--- src/design/loop_segment_sample_player_macros.svh ---
// Assertion macros for the loop segment sample player.
// Used by the top level; expects clk and rst_n in scope.
`ifndef LOOP_SEGMENT_SAMPLE_PLAYER_MACROS_SVH
`define LOOP_SEGMENT_SAMPLE_PLAYER_MACROS_SVH
`ifndef SYNTH
`define LSSP_ASSERT_SAME(lbl, ante, cons) \
    lbl: assert property (@(posedge clk) disable iff (!rst_n) (ante) |-> (cons)) \
        else $error("lssp: same-cycle check failed");
`define LSSP_ASSERT_NEXT(lbl, ante, cons) \
    lbl: assert property (@(posedge clk) disable iff (!rst_n) (ante) |=> (cons)) \
        else $error("lssp: next-cycle check failed");
`else
`define LSSP_ASSERT_SAME(lbl, ante, cons)
`define LSSP_ASSERT_NEXT(lbl, ante, cons)
`endif
`endif

--- src/design/lssp_pkg.sv ---
// Package for the loop segment sample player: constants, codes, types.
// No dependencies.
`timescale 1ns / 1ps
package lssp_pkg;

    localparam int LSSP_MAX_FRAMES  = 131072;
    localparam int LSSP_SAMPLE_BITS = 16;

    localparam int ADDR_W    = 18;
    localparam int SAMPLE_W  = 16;
    localparam int MAG_W     = 16;
    localparam int PHASE_W   = 17;
    localparam int CFG_IDX_W = 1;
    localparam int CFG_W     = 18;
    localparam int CHAN_W    = 2;
    localparam int SHIFT_W   = 3;
    localparam int MULT_W    = 7;

    localparam logic FUNC_LOAD   = 1'b0;
    localparam logic FUNC_RENDER = 1'b1;

    localparam logic [CFG_IDX_W-1:0] REG_FRAME_COUNT   = 1'b0;
    localparam logic [CFG_IDX_W-1:0] REG_CHANNEL_COUNT = 1'b1;

    typedef enum logic [2:0] {
        ST_IDLE,
        ST_MOD_CLK,
        ST_MOD_LEN,
        ST_RD_L,
        ST_RD_R,
        ST_FIN
    } lssp_state_t;

    typedef struct packed {
        logic busy;
        logic done;
    } lssp_mod_stat_t;

endpackage

--- src/design/lssp_mod.sv ---
// Shared iterative remainder unit, one restoring step per cycle.
// Depends on lssp_pkg.
`timescale 1ns / 1ps
module lssp_mod import lssp_pkg::*; #(
    parameter int MAX_FRAMES = LSSP_MAX_FRAMES
) (
    input  logic                                  clk,
    input  logic                                  rst_n,
    input  logic                                  start,
    input  logic [$clog2(MAX_FRAMES + 1)-1:0]     num,
    input  logic [$clog2(MAX_FRAMES + 1)-1:0]     den,
    output logic [$clog2(MAX_FRAMES + 1)-1:0]     rem,
    output lssp_mod_stat_t                        stat
);
    localparam int FW  = $clog2(MAX_FRAMES + 1);
    localparam int CNW = $clog2(FW + 1);

    logic [FW-1:0]  rem_reg, rem_next;
    logic [FW-1:0]  num_reg;
    logic [FW-1:0]  den_reg;
    logic [CNW-1:0] cnt_reg;
    logic           busy_reg;
    logic           done_reg;
    logic [FW:0]    trial;

    always_comb
    begin
        trial = {rem_reg, num_reg[FW-1]};
        if (trial >= {1'b0, den_reg})
        begin
            rem_next = FW'(trial - {1'b0, den_reg});
        end
        else
        begin
            rem_next = FW'(trial);
        end
    end

    always_ff @(posedge clk or negedge rst_n)
    begin
        if (!rst_n)
        begin
            busy_reg <= 1'b0;
            done_reg <= 1'b0;
            cnt_reg  <= '0;
        end
        else if (start)
        begin
            busy_reg <= 1'b1;
            done_reg <= 1'b0;
            cnt_reg  <= CNW'(FW - 1);
        end
        else if (busy_reg)
        begin
            cnt_reg <= cnt_reg - CNW'(1);
            if (cnt_reg == '0)
            begin
                busy_reg <= 1'b0;
                done_reg <= 1'b1;
            end
        end
        else
        begin
            done_reg <= 1'b0;
        end
    end

    always_ff @(posedge clk)
    begin
        if (start)
        begin
            rem_reg <= '0;
            num_reg <= num;
            den_reg <= den;
        end
        else if (busy_reg)
        begin
            rem_reg <= rem_next;
            num_reg <= {num_reg[FW-2:0], 1'b0};
        end
    end

    assign rem       = rem_reg;
    assign stat.busy = busy_reg;
    assign stat.done = done_reg;

endmodule

--- config.mk ---
export PLATFORM = sky130hd
export DESIGN_NAME = lssp_mod
export DESIGN_NICKNAME = d
export VERILOG_FILES = /design/src/design/loop_segment_sample_player_macros.svh /design/src/design/lssp_pkg.sv /design/src/design/lssp_mod.sv
export SDC_FILE = /design/constraint.sdc
export NUM_CORES = 1
export LEC_CHECK = 0
export ABC_CLOCK_PERIOD_IN_PS = 3900
export BUFFER_PORTS_ARGS = -buffer_cell sky130_fd_sc_hd__buf_2
export CAP_MARGIN = 20
export CORE_MARGIN = 5
export CORE_UTILIZATION = 60
export DETAILED_ROUTE_END_ITERATION = 10
export GPL_ROUTABILITY_DRIVEN = 0
export GPL_TIMING_DRIVEN = 0
export PLACE_DENSITY = 0.85
export SYNTH_ARGS = -nofsm -noshare
export SYNTH_HDL_FRONTEND = slang
export SYNTH_SLANG_ARGS = --single-unit
--- constraint.sdc ---
create_clock -name clk -period 3.9 [get_ports clk]
set_input_delay 0.78 -clock clk [delete_from_list [all_inputs] [get_ports clk]]
set_output_delay 0.78 -clock clk [all_outputs]
set_load 0.02 [all_outputs]
Word-level counts from Yosys, hierarchy flattened
Cells that the tools add are included.
{"block": "op_classes", "order_cmp": 1, "shifts": 0, "multipliers": 0, "n_eq_ne": 1, "n_reduce_logical": 2, "mux": 11, "bitwise": 0, "div": 0, "n_addsub": 2}
{"operator": "$mux W18", "count": 3}
{"operator": "$ge A19 B18 Y1", "count": 1}
{"operator": "$sub A18 B18 Y18", "count": 1}
{"operator": "$mux W5", "count": 2}
{"operator": "$mux W1", "count": 6}
{"operator": "$logic_not A5 Y1", "count": 1}
{"operator": "$sub A5 B1 Y5 const B", "count": 1}
{"operator": "$ne A3 B2 Y1 const B", "count": 1}
{"operator": "$reduce_bool A2 Y1", "count": 1}
{"block": "word_totals", "reg_bits": 61, "word_cells": 23, "memories": 0, "mem_bits_rw": 0, "in_bits": 39, "mem_bits_ro": 0, "output_inout_bits": 20, "latchBits": 0}

Logic depth before layout (Yosys ltp)
{"block": "logic_depth", "depth_word": 4, "ltp_mapped": 11, "ltp_nobuf": 10}

Worst setup path after synthesis
No wires, ideal clock.
{"block": "synth_timing", "kind": "flip-flop to flip-flop", "from": "register rem_reg[7] (netlist: rem[7])", "to": "register rem_reg[5] (netlist: rem[5])", "arrival_time_ns": 2.259, "required_ns": 3.763, "slack_ns": 1.503, "stages_incl_launch_ff": 11, "synth_period_minus_slack_ns": 2.397, "n_path_buf": 2, "path_cell_list": "dfxtp_1 ha_1 buf_6 a211oi_2 o21ai_0 a41oi_1 a21oi_2 a221oi_4 buf_6 mux2i_1 a211oi_1"}
{"block": "synth_between", "elab_chain_cells": 2}
{"element": "from (decl)", "line": "lssp_mod.sv:18", "source": "logic [FW-1:0] rem_reg, rem_next;"}
{"element": "from (signal assigned)", "line": "lssp_mod.sv:78", "source": "rem_reg <= rem_next;"}
{"element": "$ge A19 B18 Y1", "line": "lssp_mod.sv:29", "source": "if (trial >= {1'b0, den_reg})"}
{"element": "$mux W18", "line": "lssp_mod.sv:29"}
Every way passes these cells.
A chain may end at the register's enable or synchronous reset.

Worst setup path after layout
{"block": "layout_timing", "from": "input port start", "to": "register num_reg[11], enable pin"}
{"block": "layout_between", "elab_chain_cells": 1}
{"element": "from (decl)", "line": "lssp_mod.sv:9", "source": "input logic start,"}
{"element": "$reduce_bool A2 Y1 (no source line)"}
{"element": "to (signal assigned)", "line": "lssp_mod.sv:73", "source": "num_reg <= num;"}
{"element": "to (signal assigned)", "line": "lssp_mod.sv:79", "source": "num_reg <= {num_reg[FW-2:0], 1'b0};"}
{"element": "to (decl)", "line": "lssp_mod.sv:19", "source": "logic [FW-1:0] num_reg;"}
Every way passes these cells.

==> reports/qor.txt <==
Peak VDD IR = 0.312 mV
# hold bufs at CTS = 0
flops & latches, synth = 61
Port Buf Inserts = 58
Clock Latency Late Sink = 350 ps
Mapped Nets = 372
Die H = 85.3 µm
Worst Path Required = 3880 ps
post-cts resize count = 0
Placeable Area = 5510 µm²
busiest grt layer = met2
clk buf depth = 2
post-synthesis sequential area ratio = 0.476
Final Max Tran Viols = 0
initial antenna violation count = 0
Unique masters post-synth = 54
worst slew pin tran = 670 ps
global-route wire length before repair = 13200 µm
met3 Track Usage GR = 0.0835
drt via density = 6.01
share of layout cells above drive strength 1 = 0.262
met2 global-route usage = 0.387
final hold vios = 0
Pwr per Cell Area = 474 nW/µm²
CP max-delay cell = clkbuf_1
Reg clk slew, reported paths = 70 ps
vias in the first global route = 2822
CTS Buf Count = 9
Static Leakage = 1.83 nW
RSZ-0062 raised after global routing = false
die width = 85.3 µm
Critical Path, Cell by Cell = buf_2 -> clkbuf_1 -> nor2_1 -> clkbuf_1 -> inv_1
Total GRT Usage = 0.230
Synth Area in XOR/XNOR = 0.0438
vias post-DR = 2752
DP HPWL = 5490 µm
TritonCTS clock tree = built
post-synth top area share = 0.318
Worst Skew = 7.39 ps
cells after synthesis = 312
main combinational cell family by area after synthesis = compound AO/OA/AOI/OAI gates
Synth Area in Compound Gates = 0.154
largest net degree at the start of global routing = 20
Nets = 441
Ys Warns = 0
ys flop type = edfxtp_1
postcts setup bufs = 0
CTS sink count = 61
async set-reset flop share out of synthesis = 0.115
synthesized-area fraction occupied by adder cells = 0.0795
Layout area overhead = 17.5%
CP Launch Type = input port
WP data arrival = 2730 ps
WL per Instance = 17.3 µm
minimum clock period after layout = 2740 ps
commonest cells in the netlist = edfxtp_1 (36), inv_1 (26), ha_1 (20)
CTS root buf = clkbuf_8
Relative slew margins = 0.553
max incr delay on CP = 500 ps
Placed Area = 3780 µm²
most used standard cell by instance count after synthesis = edfxtp_1
Crit Path Class = in -> reg
top post-synthesis cells by area = edfxtp_1 (32%), dfxtp_1 (11%), ha_1 (7.4%)
fmax = 365 MHz
Post-Route WL = 7920 µm
Filler Cells Inserted = 405
Synth area leader = edfxtp_1
DRC Markers = 0
Pre-antenna DRT Iters = 5
I/O Pins = 59
ratio of final minimum period to clock period = 0.703
Antenna Nets Post-Route = 0
status = finished clean
post-route cell area = 3990 µm²
synthesized area = 3400 µm²
most used cell along the critical path = clkbuf_1
crit-path max FO = 19
max-cap violations = 0
critical path endpoint category = flip-flop
H-tree depth = 3
Antenna diodes = 0
proportion of synthesized area in mux cells = 0.0858
FP Rows = 27
Synth Area in Simple Gates = 0.107
syn avg cell area = 10.9 µm²
Setup TNS Final = 0 ps
HP Class = in -> async
total grt overflow = 0
1st-iter DRT viols = 246
die area = 7270 µm²
Initial Utilization = 0.617
Post-synth EDFFs = 36
GR Util met1 = 0.273
Final setup viols = 0
==> final timing paths <==
| path | from | to | slack, ps | depth (start not counted) |
|---|---|---|---|---|
| max in group asynchronous | rst_n | cnt_reg[2] | 3500 | 1 |
| worst max-delay path | start | num_reg[11] | 1160 | 5 |
| worst min register to register | rem[8] | rem[8] | 510 | 2 |
| worst min-delay path | rst_n | cnt_reg[4] | 250 | 1 |
| min in group clk | rem[8] | rem[8] | 510 | 2 |
| worst max register to register | rem[11] | rem[4] | 1160 | 10 |
==> cells in the final DEF, fill, tap and decap left out, types with 3 or more instances in the layout <==
master / Yosys / layout
clkbuf_8: 0 / 9
a211oi_1: 6 / 6
o21bai_1: 3 / 3
nand3_1: 6 / 6
xnor2_1: 10 / 10
edfxtp_1: 36 / 36
a211o_1: 3 / 3
nand2b_1: 6 / 6
a21oi_1: 17 / 17
dfxtp_1: 18 / 18
nor2_1: 13 / 13
clkbuf_1: 9 / 9
inv_1: 26 / 26
and2_1: 4 / 4
o21ai_1: 3 / 3
o211ai_1: 4 / 4
o21ai_0: 14 / 14
buf_2: 3 / 61
ha_1: 20 / 20
a21o_1: 5 / 5
nand2_1: 19 / 19
mux2_2: 17 / 17
xor2_1: 7 / 7
a32oi_1: 3 / 3
dfrtp_1: 7 / 7
nor3_1: 4 / 4
mux2i_1: 10 / 10
==> metrics by stage <==
| step | utilization | total power, mW | worst slack [ps] | hold WS [ps] | std cells |
|---|---|---|---|---|---|
| CTS | 0.725 | 1.89 | 1190 | 250 | 458 |
| finish | 0.725 | 1.89 | 1160 | 252 | 458 |
| global route | 0.725 | 1.99 | 1010 | 246 | 458 |
| global placement | 0.686 | 1.26 | 949 | 485 | 442 |
| detailed placement | 0.686 | 1.28 | 861 | 494 | 442 |
| floorplan | - | 1.15 | 1500 | 484 | 312 |
==> final cells by class <==
cell class              count  area (µm²)  share of cell area
repair buffers             58         290              0.0727
plain buffers              16        86.3              0.0216
inverters                  26        97.6              0.0244
multi-input cells         209        1600               0.400
well taps                  72        90.1              0.0226
clock buffers               9         124              0.0310
clock inverters             7        90.1              0.0226
flip-flops and latches     61        1620               0.405
==> worst max-delay path, delay by kind of cell <==
kind,cells,cell delay [ps]
buf+inv,4,1510
simple gates,1,420
==> per-layer routing <==
| layer | part of all wire | wire, µm |
|---|---|---|
| met5 | 0 | 0 |
| met4 | 0.021 | 164 |
| met3 | 0.088 | 698 |
| met2 | 0.49 | 3900 |
| met1 | 0.40 | 3160 |
==> where the power goes <==
| part | switching [mW] | internal [mW] |
|---|---|---|
| Clock | 0.257 | 0.356 |
| Sequential | 0.0482 | 0.766 |
| Combinational | 0.265 | 0.201 |
==> cells by family after synthesis <==
family	count (synthesis)
adders and majority gates	21
buffers and inverters	42
muxes	27
DFF	61
and+or+nand+nor	69
AOI/OAI and AO/OA	75
xor gates and xnor gates	17
No activity file was read; power rests on OpenSTA's default activity.
